`src/hw/rtl/gwtd_ram.sv`:
```
`default_nettype none
// -----------------------------------------------------------------------------
// gwtd_ram
// Single-port synchronous RAM with registered read data.
// -----------------------------------------------------------------------------
module gwtd_ram #(
  parameter int unsigned Width = 8,
  parameter int unsigned Depth = 16
) (
  input  wire                     clk_i,
  input  wire                     we_i,
  input  wire [$clog2(Depth)-1:0] addr_i,
  input  wire [Width-1:0]         wdata_i,
  output logic [Width-1:0]        rdata_o
);
  logic [Width-1:0] mem_q [Depth];
  always_ff @(posedge clk_i) begin
    if (we_i) begin
      mem_q[addr_i] <= wdata_i;
    end
    rdata_o <= mem_q[addr_i];
  end
endmodule
`default_nettype wire

```
`config.mk`:
```
export PLATFORM = sky130hd
export DESIGN_NAME = gwtd_ram
export DESIGN_NICKNAME = d
export VERILOG_FILES = /design/src/hw/rtl/gwtd_ram.sv
export SDC_FILE = /design/constraint.sdc
export NUM_CORES = 1
export LEC_CHECK = 0
export BUFFER_PORTS_ARGS = -buffer_cell sky130_fd_sc_hd__buf_2
export CAP_MARGIN = 25
export CORE_AREA = 2 2 102 177
export DETAILED_ROUTE_END_ITERATION = 8
export DIE_AREA = 0 0 104 179
export HOLD_SLACK_MARGIN = 0.08
export SETUP_SLACK_MARGIN = 0.3
export SKIP_LAST_GASP = 1
export SYNTH_ARGS = -nofsm -noshare
export SYNTH_HDL_FRONTEND = slang
export SYNTH_SLANG_ARGS = --single-unit
```
`constraint.sdc`:
```
create_clock -name clk_i -period 3.01 [get_ports clk_i]
set_clock_uncertainty 0.15 [all_clocks]
set_input_delay 0.4515 -clock clk_i [delete_from_list [all_inputs] [get_ports clk_i]]
set_output_delay 0.4515 -clock clk_i [all_outputs]
set_load 0.05 [all_outputs]
```
# --- After elaboration in Yosys (flattened, before gate mapping) ---
# Memory sizes are Yosys's and may differ from the RTL's. A register that Yosys moved wholly into a read port is not among the register bits.
# Cells that the tools add are included.
classes:
  muxes: 2
op_table:
  columns: ["op", "count"]
  rows:
  - ["two-way mux 1 bit", 2]
totals:
  ff_bits: 0
  ram_bits: 128
  inputBits: 14
  output_inout_bits: 8
  wordCells: 3
  n_memories: 1
mem_list:
  columns: ["name", "words", "width", "read_ports", "rd_clocked_by_memory_dff", "write_ports", "line", "rtl"]
  rows:
  - ["mem_q", 16, 8, 1, 1, 1, "16", "logic [Width-1:0] mem_q [Depth];"]

# --- Depth between registers and ports, before layout ---
logic_depth:
  ltp_word: 2
  ltp_mapped: 5
  mapped_depth_nobuf: 3

# --- Worst setup path before layout ---
# OpenSTA, ideal clock, no wires.
synth_timing:
  kind: "input-to-reg"
  from: "input port addr_i[2]"
  to: "memory mem_q[0][0] (enable)"
  setup_ns: 0.383
  arrival_ns: 1.561
  required_time_ns: 2.477
  path_slack_ns: 0.915
  stages: 2
  n_path_buf: 0
  cell_sequence: "or3b_2 > nor3_1"
synth_rtl:
  columns: ["item", "line", "rtl"]
  rows:
  - ["start: declaration", "12", "input wire [$clog2(Depth)-1:0] addr_i,"]
  - ["end: declaration", "16", null]
# No word-level cell before the write port.

==> reports/qor.yml <==
p_seq_share_pct: 46.3
clkLatencyLatePin_ns: 0.46
crit_path_start_kind: "primary input"
path_clk_slew_ns: 0.05
ys_ff_latch: 136
numCtsBuffers: 25
holdPathStages: 1
cts_resized: 0
p_sw_mw: 0.931
tightest_slew_ns: 1.02
syn-num-nets: 244
synth_area_leaders: "edfxtp_1 76%, mux4_2 14%, dfxtp_1 3.2%"
synth_top_area_share_pct: 75.9
die_h_um: 179
area_growth_pct: 22.2
wl_per_cell_um: 20.1
gr-total-overflow: 0
dieArea_sq_um: 18600
cts_sinks: 136
drtIter0Drc: 121
setup_viol_count_final: 0
setup_tns_ns: 0
critical_path_required_ns: 3.19
drc: 0
final_common_cell: "edfxtp_1"
cts_max_level: 4
r2r-start: "mem_q[2][1]"
yosysSeqAreaShare_pct: 79.0
num_vias: 2416
cts_tree: "yes"
antenna_found_initial: 1
grt_usage_pct: 11.9
layout.nets: 298
synth.avg_cell_area_sq_um: 22.0
rsz0062_at_grt: "no"
ioPinCount: 22
total_leakage_power_nw: 2.03
hold_start: "wdata_i[0]"
criticalPathCategory: "primary input to flop"
grt_start_max_net_pins: 17
floorplan.rows: 64
crit_arrival_ns: 2.05
path_max_fanout: 16
p_int_mw: 3.67
peakVddDrop_mv: 0.378
place_hpwl_um: 7270
min_period_over_period_pct: 62.2
power-per-cell-area_nw_per_um2: 744
start_util_pct: 29.3
hold_viol_final: 0
cts_buffer_depth: 3
p_clk_share_pct: 48.6
die_w_um: 104
p_comb_share_pct: 5.1
synth_top_area_cell: "edfxtp_1"
synth.distinct_cells: 18
final_max_slew_viol_count: 0
yosysWarnings: 0
drv_cap: 0
routabilityCongestion: 0.782
first_pass_iters: 4
via_per_inst: 4.63
hold_class: "primary input to flop"
relSlewSlack_pct: 32.1
grt_pass1_wl_um: 15700
cts_root_buf: "clkbuf_16"
status: "finished, final reports clean"
holdPathEnd: "mem_q[8][0]"
reg2reg_to: "rdata_o[1]"
final_cell_mix: "128 x edfxtp_1, 32 x mux4_2, 25 x clkbuf_16"
ff2ff_path_depth: 3
numPortBuffers: 21
ctsHoldBuffers: 0
drive_gt1_share_pct: 34.1
synthCells: 230
cp-end-kind: "flop"
antenna_left: 0
grt_pass1_vias: 2671
wirelength_um: 10500
synthesis.area_sq_um: 5070
coreArea_sq_um: 17300
finalCriticalPeriod_ns: 1.87
cts_setup_buffers: 0
r2r_slack_ns: 1.55
p_sw_share_pct: 20.2
fin_util_pct: 35.8
fmax_mhz: 534
==> kinds of logic after synthesis <==
logic type	count (synthesis)	synth area share [%]
buffers and inverters	11	1.19
muxes	32	14.2
and+or+nand+nor	35	3.21
DFF	136	79.0
AOI/OAI and AO/OA	16	2.37
==> cells in the mapped netlist, drive strengths merged <==
| cell type | count |
|---|---|
| a22oi | 16 |
| and2 | 1 |
| buf | 8 |
| clkbuf | 3 |
| dfxtp | 8 |
| edfxtp | 128 |
| mux4 | 32 |
| nand2 | 9 |
| nand2b | 2 |
| nand3 | 1 |
| nand3b | 2 |
| nor2 | 13 |
| nor2b | 2 |
| nor3 | 4 |
| or3b | 1 |
==> power by group through the flow <==
stage | registers, mW | logic [mW] | clock network [mW]
detailed placement | 2.17 | 0.238 | 0
floorplan | 2.21 | 0.109 | 0
CTS | 2.14 | 0.239 | 2.28
global route | 2.14 | 0.251 | 2.35
global placement | 2.17 | 0.236 | 0
finish | 2.13 | 0.234 | 2.24
==> worst max-delay path by stage <==
stage	depth (start not counted)	end	start	slack, ns
floorplan	2	mem_q[0][0]	addr_i[2]	0.92
detailed placement	5	rdata_o[1]	addr_i[0]	0.65
global placement	5	rdata_o[1]	addr_i[0]	0.66
CTS	5	rdata_o[1]	addr_i[0]	1.13
global route	5	rdata_o[2]	addr_i[0]	1.04
finish	5	rdata_o[1]	addr_i[0]	1.14
==> critical path, cell delays in order <==
cell,delay [ns]
buf_2,0.32
buf_4,0.37
mux4_2,0.54
a22oi_1,0.25
nand2_1,0.11
==> area by class of cell <==
| type | count | area (sq um) |
|---|---|---|
| Fill cell | 1606 | 11100 |
| Multi-Input combinational cell | 83 | 1000 |
| Clock buffer | 27 | 633 |
| Timing Repair Buffer | 38 | 233 |
| Tap cell | 231 | 289 |
| Clock inverter | 6 | 26.3 |
| Sequential cell | 136 | 4000 |
| Antenna cell | 1 | 2.50 |
==> stage by stage <==
stage,worst slack (ns),cell area [sq um],power [mW],instances,hold slack (ns)
floorplan,0.915,5070,2.32,230,0.400
global placement,0.656,5530,2.41,488,0.520
detailed placement,0.653,5530,2.41,488,0.520
CTS,1.13,6190,4.66,521,0.225
global route,1.04,6190,4.74,521,0.238
finish,1.14,6190,4.61,522,0.224
==> routing by layer <==
metal / routed length [um] / track usage [%] / share of wire [%] / vias to the layer above
met1: 3550 / 10.7 / 34 / 1250
li1: - / - / - / 1065
met2: 5980 / 22.7 / 57 / 67
met4: 515 / 8.33 / 4.9 / 0
met5: 0 / 0 / 0 / -
met3: 426 / 3.13 / 4.1 / 34
==> flip-flops by register name, summed over array words and instances (netlist names) <==
| register | cells |
|---|---|
| mem_q | 128 |
| rdata_o | 8 |
Note: power is estimated with default switching activity, not from simulation.
